File: src/hdl/ssk_pkg.sv
// ----------------------------------------------------------------------------
// ssk_pkg
// Shared types and constants for the shortest span of k ones block.
// ----------------------------------------------------------------------------
`timescale 1ns / 1ps
`default_nettype none

package ssk_pkg;

    localparam int MAX_LEN_DEF = 1024;
    localparam int MAX_K_DEF   = 64;
    localparam int K_W         = 7;
    localparam int LEN_OUT_W   = 11;

    localparam logic [K_W-1:0] K_RESET = K_W'(1);

    typedef struct packed {
        logic flag_bit;
        logic last_item;
    } ssk_in_t;

    typedef struct packed {
        logic [LEN_OUT_W-1:0] shortest_length;
        logic                 window_found;
        logic                 too_long;
    } ssk_out_t;

    // control word handed from the ring front end to the best-length stage
    typedef struct packed {
        logic valid;
        logic cand_en;
        logic k_one;
        logic last;
        logic over;
    } ssk_ctrl_t;

endpackage

`default_nettype wire

File: src/hdl/ssk_ring.sv
// ----------------------------------------------------------------------------
// ssk_ring
// Single-port-write, single-port-read synchronous memory holding the
// positions of the most recent set flags. Read data is registered.
// ----------------------------------------------------------------------------
`timescale 1ns / 1ps
`default_nettype none

module ssk_ring #(
    parameter int DEPTH  = ssk_pkg::MAX_K_DEF,
    parameter int ADDR_W = 6,
    parameter int DATA_W = 10
) (
    input  wire logic              clk,
    input  wire logic              wr_en,
    input  wire logic [ADDR_W-1:0] wr_addr,
    input  wire logic [DATA_W-1:0] wr_data,
    input  wire logic              rd_en,
    input  wire logic [ADDR_W-1:0] rd_addr,
    output      logic [DATA_W-1:0] rd_data
);

    logic [DATA_W-1:0] mem [DEPTH];

    always_ff @(posedge clk)
    begin
        if (wr_en)
        begin
            mem[wr_addr] <= wr_data;
        end
    end

    always_ff @(posedge clk)
    begin
        if (rd_en)
        begin
            rd_data <= mem[rd_addr];
        end
    end

endmodule

`default_nettype wire

File: src/hdl/ssk_front.sv
// ----------------------------------------------------------------------------
// ssk_front
// Input stage: counts items, writes set-flag positions into the ring, issues
// the read of the set flag k-1 back and hands a control word onwards.
// ----------------------------------------------------------------------------
`timescale 1ns / 1ps
`default_nettype none

module ssk_front #(
    parameter int MAX_LEN = ssk_pkg::MAX_LEN_DEF,
    parameter int MAX_K   = ssk_pkg::MAX_K_DEF,
    parameter int CNT_W   = $clog2(MAX_LEN + 1),
    parameter int POS_W   = $clog2(MAX_LEN),
    parameter int PTR_W   = (MAX_K > 1) ? $clog2(MAX_K) : 1,
    parameter int HELD_W  = $clog2(MAX_K + 1)
) (
    input  wire logic                      clk,
    input  wire logic                      rst_n,
    input  wire logic                      accept,
    input  wire logic                      adv,
    input  wire ssk_pkg::ssk_in_t          word,
    input  wire logic [ssk_pkg::K_W-1:0]   ones_wanted,
    output      logic                      wr_en,
    output      logic [PTR_W-1:0]          wr_addr,
    output      logic [POS_W-1:0]          wr_data,
    output      logic                      rd_en,
    output      logic [PTR_W-1:0]          rd_addr,
    output      ssk_pkg::ssk_ctrl_t        ctrl,
    output      logic [POS_W-1:0]          pos,
    output      logic [CNT_W-1:0]          count
);

    logic [CNT_W-1:0]   position_reg, position_next;
    logic [PTR_W-1:0]   wp_reg, wp_next;
    logic [HELD_W-1:0]  held_reg, held_next, held_inc;
    logic               overflowed_reg, overflowed_next;
    ssk_pkg::ssk_ctrl_t ctrl_reg, ctrl_next;
    logic [POS_W-1:0]   pos_reg;
    logic [CNT_W-1:0]   count_reg;
    logic               over_now;
    logic               k_valid;
    logic               take_flag;
    logic [31:0]        km1;
    logic [31:0]        back;

    function automatic logic [CNT_W-1:0] position_next_count(
        input logic [CNT_W-1:0] p,
        input logic             ovf
    );
        position_next_count = ovf ? p : p + 1'b1;
    endfunction

    assign over_now  = (position_reg >= CNT_W'(MAX_LEN));
    assign k_valid   = (ones_wanted != '0) && (32'(ones_wanted) <= 32'(MAX_K));
    assign take_flag = word.flag_bit && !over_now;
    assign held_inc  = (32'(held_reg) < 32'(MAX_K)) ? held_reg + 1'b1 : held_reg;
    assign km1       = 32'(ones_wanted) - 32'd1;
    assign back      = (32'(wp_reg) >= km1) ? 32'(wp_reg) - km1
                                             : 32'(wp_reg) + 32'(MAX_K) - km1;

    assign wr_en   = accept && take_flag;
    assign wr_addr = wp_reg;
    assign wr_data = POS_W'(position_reg);
    assign rd_en   = accept;
    assign rd_addr = PTR_W'(back);

    always_comb
    begin
        position_next   = position_reg;
        wp_next         = wp_reg;
        held_next       = held_reg;
        overflowed_next = overflowed_reg;
        ctrl_next       = ctrl_reg;
        if (adv)
        begin
            ctrl_next.valid   = accept;
            ctrl_next.cand_en = take_flag && k_valid &&
                                (32'(held_inc) >= 32'(ones_wanted));
            ctrl_next.k_one   = (ones_wanted == ssk_pkg::K_W'(1));
            ctrl_next.last    = word.last_item;
            ctrl_next.over    = overflowed_reg || over_now;
        end
        if (accept)
        begin
            if (over_now)
            begin
                overflowed_next = 1'b1;
            end
            else
            begin
                position_next = position_reg + 1'b1;
                if (word.flag_bit)
                begin
                    held_next = held_inc;
                    wp_next   = (32'(wp_reg) == 32'(MAX_K - 1)) ? '0 : wp_reg + 1'b1;
                end
            end
            if (word.last_item)
            begin
                position_next   = '0;
                wp_next         = '0;
                held_next       = '0;
                overflowed_next = 1'b0;
            end
        end
    end

    always_ff @(posedge clk or negedge rst_n)
    begin
        if (!rst_n)
        begin
            position_reg   <= '0;
            wp_reg         <= '0;
            held_reg       <= '0;
            overflowed_reg <= 1'b0;
            ctrl_reg       <= '0;
        end
        else
        begin
            position_reg   <= position_next;
            wp_reg         <= wp_next;
            held_reg       <= held_next;
            overflowed_reg <= overflowed_next;
            ctrl_reg       <= ctrl_next;
        end
    end

    // hold item position and count alongside the control word
    always_ff @(posedge clk)
    begin
        if (accept)
        begin
            pos_reg   <= POS_W'(position_reg);
            count_reg <= position_next_count(position_reg, over_now);
        end
    end

    assign ctrl  = ctrl_reg;
    assign pos   = pos_reg;
    assign count = count_reg;

    a_pos_bound: assert property (@(posedge clk) disable iff (!rst_n)
        position_reg <= CNT_W'(MAX_LEN))
        else $error("item count beyond limit");

    a_held_bound: assert property (@(posedge clk) disable iff (!rst_n)
        32'(held_reg) <= 32'(MAX_K))
        else $error("held count beyond ring depth");

    a_over_pos: assert property (@(posedge clk) disable iff (!rst_n)
        overflowed_reg |-> (position_reg == CNT_W'(MAX_LEN)))
        else $error("overflow flag set below the length limit");

endmodule

`default_nettype wire

File: src/hdl/ssk_best.sv
// ----------------------------------------------------------------------------
// ssk_best
// Candidate stage: forms the window length from the ring read, keeps the
// best length of the sequence and drives the result register.
// ----------------------------------------------------------------------------
`timescale 1ns / 1ps
`default_nettype none

module ssk_best #(
    parameter int CNT_W = 11,
    parameter int POS_W = 10
) (
    input  wire logic               clk,
    input  wire logic               rst_n,
    input  wire ssk_pkg::ssk_ctrl_t ctrl,
    input  wire logic [POS_W-1:0]   pos,
    input  wire logic [CNT_W-1:0]   count,
    input  wire logic [POS_W-1:0]   rd_data,
    output      logic               adv,
    output      logic               out_valid,
    input  wire logic               out_ready,
    output      ssk_pkg::ssk_out_t  out_data
);

    logic [CNT_W-1:0]  best_reg, best_next, best_eff;
    logic              found_reg, found_next, found_eff;
    logic              out_valid_reg, out_valid_next;
    ssk_pkg::ssk_out_t out_data_reg;
    logic [CNT_W-1:0]  cand;
    logic              take;
    logic [CNT_W:0]    len_none;
    logic              out_free;

    assign out_free  = !out_valid_reg || out_ready;
    assign adv       = out_free || !(ctrl.valid && ctrl.last);
    assign cand      = ctrl.k_one ? CNT_W'(1)
                                  : CNT_W'(pos) - CNT_W'(rd_data) + CNT_W'(1);
    assign take      = ctrl.valid && ctrl.cand_en && (!found_reg || cand < best_reg);
    assign best_eff  = take ? cand : best_reg;
    assign found_eff = found_reg || take;
    assign len_none  = (CNT_W+1)'(count) + 1'b1;

    always_comb
    begin
        best_next      = best_reg;
        found_next     = found_reg;
        out_valid_next = out_valid_reg;
        if (out_free)
        begin
            out_valid_next = ctrl.valid && ctrl.last;
        end
        if (adv)
        begin
            if (ctrl.valid)
            begin
                if (ctrl.last)
                begin
                    best_next  = '1;
                    found_next = 1'b0;
                end
                else
                begin
                    best_next  = best_eff;
                    found_next = found_eff;
                end
            end
        end
    end

    always_ff @(posedge clk or negedge rst_n)
    begin
        if (!rst_n)
        begin
            best_reg      <= '1;
            found_reg     <= 1'b0;
            out_valid_reg <= 1'b0;
        end
        else
        begin
            best_reg      <= best_next;
            found_reg     <= found_next;
            out_valid_reg <= out_valid_next;
        end
    end

    always_ff @(posedge clk)
    begin
        if (adv && ctrl.valid && ctrl.last)
        begin
            out_data_reg.shortest_length <= found_eff
                ? ssk_pkg::LEN_OUT_W'(best_eff) : ssk_pkg::LEN_OUT_W'(len_none);
            out_data_reg.window_found    <= found_eff;
            out_data_reg.too_long        <= ctrl.over;
        end
    end

    assign out_valid = out_valid_reg;
    assign out_data  = out_data_reg;

    a_best_nonzero: assert property (@(posedge clk) disable iff (!rst_n)
        found_reg |-> (best_reg != '0))
        else $error("found window with zero length");

    a_stall_best: assert property (@(posedge clk) disable iff (!rst_n)
        !adv |=> ($stable(best_reg) && $stable(found_reg)))
        else $error("best length moved during stall");

    a_stall_read: assert property (@(posedge clk) disable iff (!rst_n)
        !adv |=> $stable(rd_data))
        else $error("ring read data moved during stall");

endmodule

`default_nettype wire

File: src/hdl/shortest_span_k_ones_top.sv
// ----------------------------------------------------------------------------
// shortest_span_k_ones_top
// Shortest run of consecutive flags holding exactly k set flags.
// ----------------------------------------------------------------------------
// One flag word is taken every cycle unless an unread result waits with
// out_ready low and the last word of a further sequence is already held
// behind it; the result for a sequence is registered from the control word
// of its last word. Each word costs one ring read of the set flag k-1 back,
// a ring write if its flag is set, and one subtract and compare of the
// registered read against the best length, so the rate is set by the single
// read port of the position ring. No clearing pass is needed after reset.
`timescale 1ns / 1ps
`default_nettype none

module shortest_span_k_ones_top #(
    parameter int MAX_LEN = ssk_pkg::MAX_LEN_DEF,
    parameter int MAX_K   = ssk_pkg::MAX_K_DEF
) (
    input  wire logic                    clk,
    input  wire logic                    rst_n,
    input  wire logic                    in_valid,
    output      logic                    in_ready,
    input  wire ssk_pkg::ssk_in_t        in_data,
    output      logic                    out_valid,
    input  wire logic                    out_ready,
    output      ssk_pkg::ssk_out_t       out_data,
    input  wire logic                    cfg_we,
    input  wire logic [ssk_pkg::K_W-1:0] cfg_data
);

    localparam int CNT_W  = $clog2(MAX_LEN + 1);
    localparam int POS_W  = $clog2(MAX_LEN);
    localparam int PTR_W  = (MAX_K > 1) ? $clog2(MAX_K) : 1;
    localparam int HELD_W = $clog2(MAX_K + 1);

    logic [ssk_pkg::K_W-1:0] ones_wanted_reg;
    logic                    accept;
    logic                    adv;
    logic                    wr_en;
    logic [PTR_W-1:0]        wr_addr;
    logic [POS_W-1:0]        wr_data;
    logic                    rd_en;
    logic [PTR_W-1:0]        rd_addr;
    logic [POS_W-1:0]        rd_data;
    ssk_pkg::ssk_ctrl_t      ctrl;
    logic [POS_W-1:0]        pos;
    logic [CNT_W-1:0]        count;

    assign in_ready = adv;
    assign accept   = in_valid && adv;

    always_ff @(posedge clk or negedge rst_n)
    begin
        if (!rst_n)
        begin
            ones_wanted_reg <= ssk_pkg::K_RESET;
        end
        else if (cfg_we)
        begin
            ones_wanted_reg <= cfg_data;
        end
    end

    ssk_front #(
        .MAX_LEN (MAX_LEN),
        .MAX_K   (MAX_K),
        .CNT_W   (CNT_W),
        .POS_W   (POS_W),
        .PTR_W   (PTR_W),
        .HELD_W  (HELD_W)
    ) u_front (
        .clk         (clk),
        .rst_n       (rst_n),
        .accept      (accept),
        .adv         (adv),
        .word        (in_data),
        .ones_wanted (ones_wanted_reg),
        .wr_en       (wr_en),
        .wr_addr     (wr_addr),
        .wr_data     (wr_data),
        .rd_en       (rd_en),
        .rd_addr     (rd_addr),
        .ctrl        (ctrl),
        .pos         (pos),
        .count       (count)
    );

    ssk_ring #(
        .DEPTH  (MAX_K),
        .ADDR_W (PTR_W),
        .DATA_W (POS_W)
    ) u_ring (
        .clk     (clk),
        .wr_en   (wr_en),
        .wr_addr (wr_addr),
        .wr_data (wr_data),
        .rd_en   (rd_en),
        .rd_addr (rd_addr),
        .rd_data (rd_data)
    );

    ssk_best #(
        .CNT_W (CNT_W),
        .POS_W (POS_W)
    ) u_best (
        .clk       (clk),
        .rst_n     (rst_n),
        .ctrl      (ctrl),
        .pos       (pos),
        .count     (count),
        .rd_data   (rd_data),
        .adv       (adv),
        .out_valid (out_valid),
        .out_ready (out_ready),
        .out_data  (out_data)
    );

endmodule

`default_nettype wire

File: config.mk
export PLATFORM = sky130hd
export DESIGN_NAME = shortest_span_k_ones_top
export DESIGN_NICKNAME = d
export VERILOG_FILES = /design/src/hdl/ssk_pkg.sv /design/src/hdl/ssk_ring.sv /design/src/hdl/ssk_front.sv /design/src/hdl/ssk_best.sv /design/src/hdl/shortest_span_k_ones_top.sv
export SDC_FILE = /design/constraint.sdc
export NUM_CORES = 1
export LEC_CHECK = 0
export BUFFER_PORTS_ARGS = -buffer_cell sky130_fd_sc_hd__buf_2
export CAP_MARGIN = 5
export CORE_MARGIN = 4
export CORE_UTILIZATION = 50
export CTS_CLUSTER_DIAMETER = 100
export CTS_CLUSTER_SIZE = 14
export DETAILED_ROUTE_END_ITERATION = 7
export PLACE_DENSITY = 0.77
export SETUP_SLACK_MARGIN = 0.3
export SYNTH_ARGS = -nofsm -noshare
export SYNTH_HDL_FRONTEND = slang
export SYNTH_SLANG_ARGS = --single-unit
export TNS_END_PERCENT = 50
File: constraint.sdc
create_clock -name clk -period 5.31 [get_ports clk]
set_clock_uncertainty 0.1 [all_clocks]
set_input_delay 1.062 -clock clk [delete_from_list [all_inputs] [get_ports clk]]
set_output_delay 1.062 -clock clk [all_outputs]
set_load 0.005 [all_outputs]
==> results of run 1 <==
-- area by class of cell --
type | instances | area, um^2 | share of cell area
flip-flops and latches | 734 | 21820 | 0.6561
multi-input cells | 756 | 8090 | 0.2433
clock buffers | 69 | 1493 | 0.04489
well taps | 782 | 978.4 | 0.02942
repair buffers | 82 | 655.6 | 0.01972
inverters | 47 | 176.4 | 0.005305
clock inverters | 4 | 42.54 | 0.001279
-- path summary, 6_finish.rpt --
check | end | cells past startpoint | slack (ps)
max | u_best.best_reg[0] | 17 | 850
min | u_best.out_data[0] | 0 | 360
max reg2reg | u_best.best_reg[0] | 17 | 850
min reg2reg | u_best.out_data[0] | 0 | 360
max in group asynchronous | u_front.position_reg[3] | 2 | 4160
min in group asynchronous | u_best.found_reg | 2 | 460
-- stage by stage --
stage	std cells	util	hold slack (ps)	total power, uW
global route	2474	0.5510	371.9	14780
finish	2474	0.5510	361.5	14210
floorplan	1615	-	325.6	9355
detailed placement	2400	0.5254	344.6	10490
global placement	2400	0.5254	332.5	10430
CTS	2473	0.5509	359.2	14280
-- report_power, final --
part	internal, uW	leakage [uW]	switching, uW
Clock	1960	0.000748	1880
Combinational	1540	0.00379	2190
Sequential	6560	0.00695	93.1
Total	10100	0.0115	4160
-- cells by family (layout without fill, tap and decap cells) --
family | count (synthesis) | in the layout | synth area share
buffers and inverters | 125 | 202 | 0.01944
flip-flops | 734 | 734 | 0.7161
XOR/XNOR | 37 | 37 | 0.01151
AND/OR/NAND/NOR | 228 | 228 | 0.03415
adder cells (fa/ha/maj) | 51 | 51 | 0.02145
multiplexers | 310 | 310 | 0.1686
AO/OA/AOI/OAI | 130 | 130 | 0.02876
-- placed cells by master (no fill, tap or decap), types with 4 or more instances in the layout --
master	n
a21o_1	10
xor2_1	12
a22o_1	4
dfrtp_1	28
xnor2_1	22
dfrtp_2	10
edfxtp_1	684
ha_1	48
mux2i_1	146
nor2b_1	8
o21ai_0	33
dfstp_2	12
buf_4	44
inv_1	45
nand2b_1	8
buf_12	9
clkbuf_16	58
mux4_2	162
nor3_1	6
clkbuf_1	11
nand3_1	16
nor2_1	101
nand2_1	53
a21oi_1	31
and3_1	6
o22a_1	8
nand4_1	8
a32o_1	5
buf_2	29
-- per-layer routing --
| layer | wire length, um | track usage | vias up | share of wire |
|---|---|---|---|---|
| li1 | - | - | 6541 | - |
| met3 | 4378 | 0.03080 | 123 | 0.068 |
| met5 | 0 | 0 | - | 0 |
| met4 | 2116 | 0.06500 | 0 | 0.033 |
| met1 | 26240 | 0.2853 | 7858 | 0.41 |
| met2 | 31350 | 0.3231 | 585 | 0.49 |
==> run summary, run 1 <==
Iter 0 DRT Violations: 1527
Worst vdd ir: 0.2977 mV
DIE AREA: 64910 um^2
Share of cells above drive strength 1: 0.2033
Tmin final: 4457 ps
Vias/cell: 6.106
Relative slew slack: 0.1640
Place WS: 925.5 ps
H-tree Lvls: 2
ANT cells: 0
GPL Wtd Cong: 0.8571
Crit share post-route: 0.8394
CTS max path bufs: 3
Post-route ant nets: 0
Fmax: 224.4 MHz
Slowest cell on crit path: fa_1
Critical path class: reg2reg
Final worst setup slack: 852.7 ps
Vias in the first global route: 15340
FF+latch count, synth: 734
Crit. Startpoint: u_ring.rd_data[1]
CP peak stage delay: 430 ps
Setup crit start kind: register
Reg2reg start: u_ring.rd_data[1]
Clock slew at reported path FFs: 70 ps
Hold Fails Final Rpt: 0
Syn nets: 1680
Clock sink count: 734
Final Max Tran Viols: 0
Cell taking the most area after synthesis: edfxtp_1
Fillers: 4443
RSZ-0062 raised after global routing: no
WP buf/inv: 1
First-pass GRT wire length: 97.33 mm
CTS buffer count: 58
Hold crit path type: reg2reg
Post-CTS setup buffer count: 0
Cells after synthesis: 1615
Initial antenna violation count: 0
Final setup violation count: 0
Clk Latency, worst-skew pair: 630 ps
Asr flop ratio synth: 0.06812
Core area: 60360 um^2
Register area share after synthesis: 0.7161
Top_reg_cell synth: edfxtp_1
Synth area leaders: edfxtp_1 (67%), mux4_2 (12%), mux2i_1 (4.8%)
Top cell type's share of synthesized area: 0.6746
Count leader, synth: edfxtp_1
CP Max Fanout: 12
Family with the most delay on the worst path: compound AO/OA/AOI/OAI gates
Largest register FFs: 640
CTS tree: built
Outcome: finished, final reports clean
Design Area, Final: 33250 um^2
Wire per inst: 25.90 um
Port bufs: 28
Clock Tree Root: clkbuf_16
Most used cell, CP: ha_1
Vias post-DR: 15110
Commonest cells post-synth: edfxtp_1 (684), mux4_2 (162), mux2i_1 (146), nor2_1 (101), nand2_1 (53)
Syn_area_per_cell: 18.85 um^2
Pwr/cell area: 427.4 nW/um^2
Post-DP Area: 31710 um^2
DRT Pass-1 Iters: 5
HPWL after DPL: 38.80 mm
Starting density of the core: 0.5045
Gr usage total: 0.2000
Worst hold start: u_front.ctrl[0]
Worst slew pin tran: 1251 ps
Detailed-route DRC error count: 0
Critical path required time: 5770 ps
NumNets Final: 1744
Post-synth EDFFs: 684
Cell Area, Synth: 30450 um^2
Routed wire length: 64.08 mm
Syn-to-layout area delta: 9.213%
Die W: 254.8 um
CP Capture Type: register
Max-Cap Viols: 0
I/O pin count: 29
Synth warn: 0
GR Overflow Total: 0
Netlist cell types: 70
DIE HEIGHT: 254.8 um
Cts repair resizes: 0
WP data arrival: 4920 ps
Cell breakdown of the critical path: ha_1 > inv_1 > ha_1 > fa_1 > a21o_1 > a21oi_1 > nand2b_1 > a21oi_1 > xnor2_1 > nor2_1 > ha_1 > nor2b_1 > o21ai_1 > o211a_1 > nor2_1 > or2_0 > o32a_1
Largest net degree at the start of global routing: 73
Row count: 90
CTS Hold Buffers Added: 0
Leakage: 0.01148 uW
Setup TNS: 0 ps
Note: power is estimated with default switching activity, not from simulation.
==> inputs of run 2 (changes only) <==
clock period = 4.65 ns   (was 5.31 ns; I/O delays follow)
==> run 2 against run 1 <==
Net effect: non-clock buffer count grew 9; register-to-register slack lost 350 ps; global-route usage shrank 0.27 points; cell area grew 0.23%; setup slack lost 350 ps; die area is the same; critical path type unchanged; clock power grew 14%; sequential share of layout area shrank 0.15 points; core utilization grew 0.12 points.
==> run summary, run 2 (synthesis results as in run 1) <==
Wire per inst: 25.52 um (-1.5%)
HPWL after DPL: 38.47 mm (-0.86%)
Worst R2R Path Depth: 16 (-1)
Largest register FFs: 640 (unchanged)
I/O pin count: 29 (unchanged)
Hold Fails Final Rpt: 0 (unchanged)
CTS buffer count: 58 (unchanged)
Tmin final: 4148 ps (-309.5 ps)
Fmax: 241.1 MHz (+7.5%)
ANT cells: 0 (unchanged)
Setup crit start kind: register
DRT Pass-1 Iters: 5 (unchanged)
Crit share post-route: 0.8920 (+0.05257)
Final setup violation count: 0 (unchanged)
Die W: 254.8 um (unchanged)
Detailed-route DRC error count: 0 (unchanged)
R2R setup slack: 500 ps (-350 ps)
Clock sink count: 734 (unchanged)
PnR Total Power: 16170 uW (+14%)
DIE AREA: 64910 um^2 (unchanged)
Starting density of the core: 0.5045 (unchanged)
H-tree Lvls: 2 (unchanged)
Clk pwr share: 0.270 (about the same)
Commonest non-fill, non-tap cell in the layout: edfxtp_1
Most frequent cells in the layout: edfxtp_1 (684), mux4_2 (162), mux2i_1 (146)
Hold crit path type: in2async
Port bufs: 28 (unchanged)
Pwr/cell area: 485.1 nW/um^2 (+14%)
Fraction of power consumed by sequential logic: 0.472 (+0.004)
Vias/cell: 6.139 (+0.53%)
Clock Tree Root: clkbuf_16
Outcome: finished, final reports clean
NumNets Final: 1753 (+0.52%)
CTS tree: built
Core area: 60360 um^2 (unchanged)
GR Overflow Total: 0 (unchanged)
Clock slew at reported path FFs: 70 ps (about the same)
CTS max path bufs: 3 (unchanged)
Design Area, Final: 33330 um^2 (+0.23%)
Max-Cap Viols: 0 (unchanged)
Critical path class: reg2reg
Initial antenna violation count: 0 (unchanged)
Gr usage total: 0.1973 (-0.002669)
Critical path required time: 4930 ps (-840 ps)
Iter 0 DRT Violations: 1628 (+6.6%)
CP Capture Type: register
Clk Latency, worst-skew pair: 620 ps (about the same)
First-pass GRT wire length: 96.44 mm (-0.91%)
Final Max Tran Viols: 0 (unchanged)
Row count: 90 (unchanged)
WP data arrival: 4430 ps (-490 ps)
Relative slew slack: 0.1440 (-0.02004)
Pint: 11480 uW (+14%)
GPL Wtd Cong: 0.8815 (+2.8%)
Reg-to-Reg End: u_best.out_data[3]
Setup TNS: 0 ps (unchanged)
Vias in the first global route: 15480 (+0.92%)
Combinational power share: 0.258 (-0.004)
CP Max Fanout: 12 (unchanged)
Post-DP Area: 31780 um^2 (+0.21%)
Share of cells above drive strength 1: 0.2085 (+0.005171)
Routed wire length: 63.29 mm (-1.2%)
Vias post-DR: 15220 (+0.77%)
Worst vdd ir: 0.3421 mV (+15%)
RSZ-0062 raised after global routing: no
Switch share: 0.2901 (-0.002290)
Largest net degree at the start of global routing: 72 (-1.4%)
Worst slew pin tran: 1284 ps (+32.64 ps)
Post-route ant nets: 0 (unchanged)
Net switching power: 4691 uW (+13%)
DIE HEIGHT: 254.8 um (unchanged)
Reg2reg start: u_ring.rd_data[1]
CTS Hold Buffers Added: 0 (unchanged)
Syn-to-layout area delta: 9.459%
Leakage: 0.01152 uW (+0.38%)
run 2: cell count changes in the layout (fill, tap and decap cells not counted):
cell and delta:
o211a_1 -1, buf_4 +9, inv_6 -1, or2_4 +1, clkinv_16 +1, clkinv_8 -1, o211a_4 +1, or2_0 -1
clkbuf_1 -2, buf_2 -1, clkbuf_2 +1
run 2: worst max-delay path: stages (launching register included):
cell,delay (ps)
edfxtp_1,370
ha_1,300
inv_1,40
ha_1,220
fa_1,430
a21o_1,210
a21oi_1,230
nand2b_1,190
a21oi_1,90
xnor2_1,140
nor2_1,210
ha_1,290
nor2b_1,130
o21ai_1,160
o211a_4,260
nor2_1,130
a221oi_1,410
run 2: layer usage:
| layer | routed length (um) | track usage | part of all wire |
|---|---|---|---|
| met2 | 31130 | 0.3191 | 0.49 |
| met3 | 4898 | 0.03610 | 0.077 |
| met4 | 1991 | 0.06547 | 0.031 |
| met5 | 0 | 0 | 0 |
| met1 | 25270 | 0.2767 | 0.40 |
run 2: area by class of cell:
cell class / instances / area, um^2
Clock buffer: 67 / 1485
Clock inverter: 3 / 47.55
Fill cell: 4400 / 27030
Inverter: 47 / 176.4
Multi-Input combinational cell: 756 / 8100
Sequential cell: 734 / 21820
Tap cell: 782 / 978.4
Timing Repair Buffer: 91 / 723.2
run 2: through the flow:
step,util,worst slack [ps],instances,hold slack (ps)
after floorplan,-,977.1,1615,325.6
after global placement,0.5266,351.0,2409,333.0
after detailed placement,0.5266,328.1,2409,342.2
after CTS,0.5519,359.5,2479,328.2
after global routing,0.5522,280.1,2480,380.3
final,0.5522,502.3,2480,341.8
run 2: power by group through the flow:
stage,clock (uW),sequential (uW),combinational (uW)
after floorplan,0,7760,2920
after global placement,0,7750,4100
after detailed placement,0,7760,4170
after CTS,4450,7620,4200
after global routing,4730,7640,4490
final,4370,7620,4180
run 2: repair_timing:
| item | 4_1_cts | 5_1_grt |
|---|---|---|
| setup buffers | 0 | 0 |
| setup endpoints to repair | 1 | 14 |
| gates resized for setup | 1 | 3 |
run 2: how the worst max path moves through the flow:
stage | depth (start not counted) | to | slack, ps | start
6_report | 16 | u_best.out_data[3] | 500 | u_ring.rd_data[1]
5_1_grt | 17 | u_best.best_reg[2] | 280 | u_ring.rd_data[1]
4_1_cts | 17 | u_best.best_reg[0] | 360 | u_ring.rd_data[1]
3_5_place_dp | 17 | u_best.best_reg[0] | 330 | u_ring.rd_data[1]
3_3_place_gp | 17 | u_best.best_reg[0] | 350 | u_ring.rd_data[1]
2_1_floorplan | 18 | u_best.best_reg[0] | 980 | u_ring.rd_data[1]
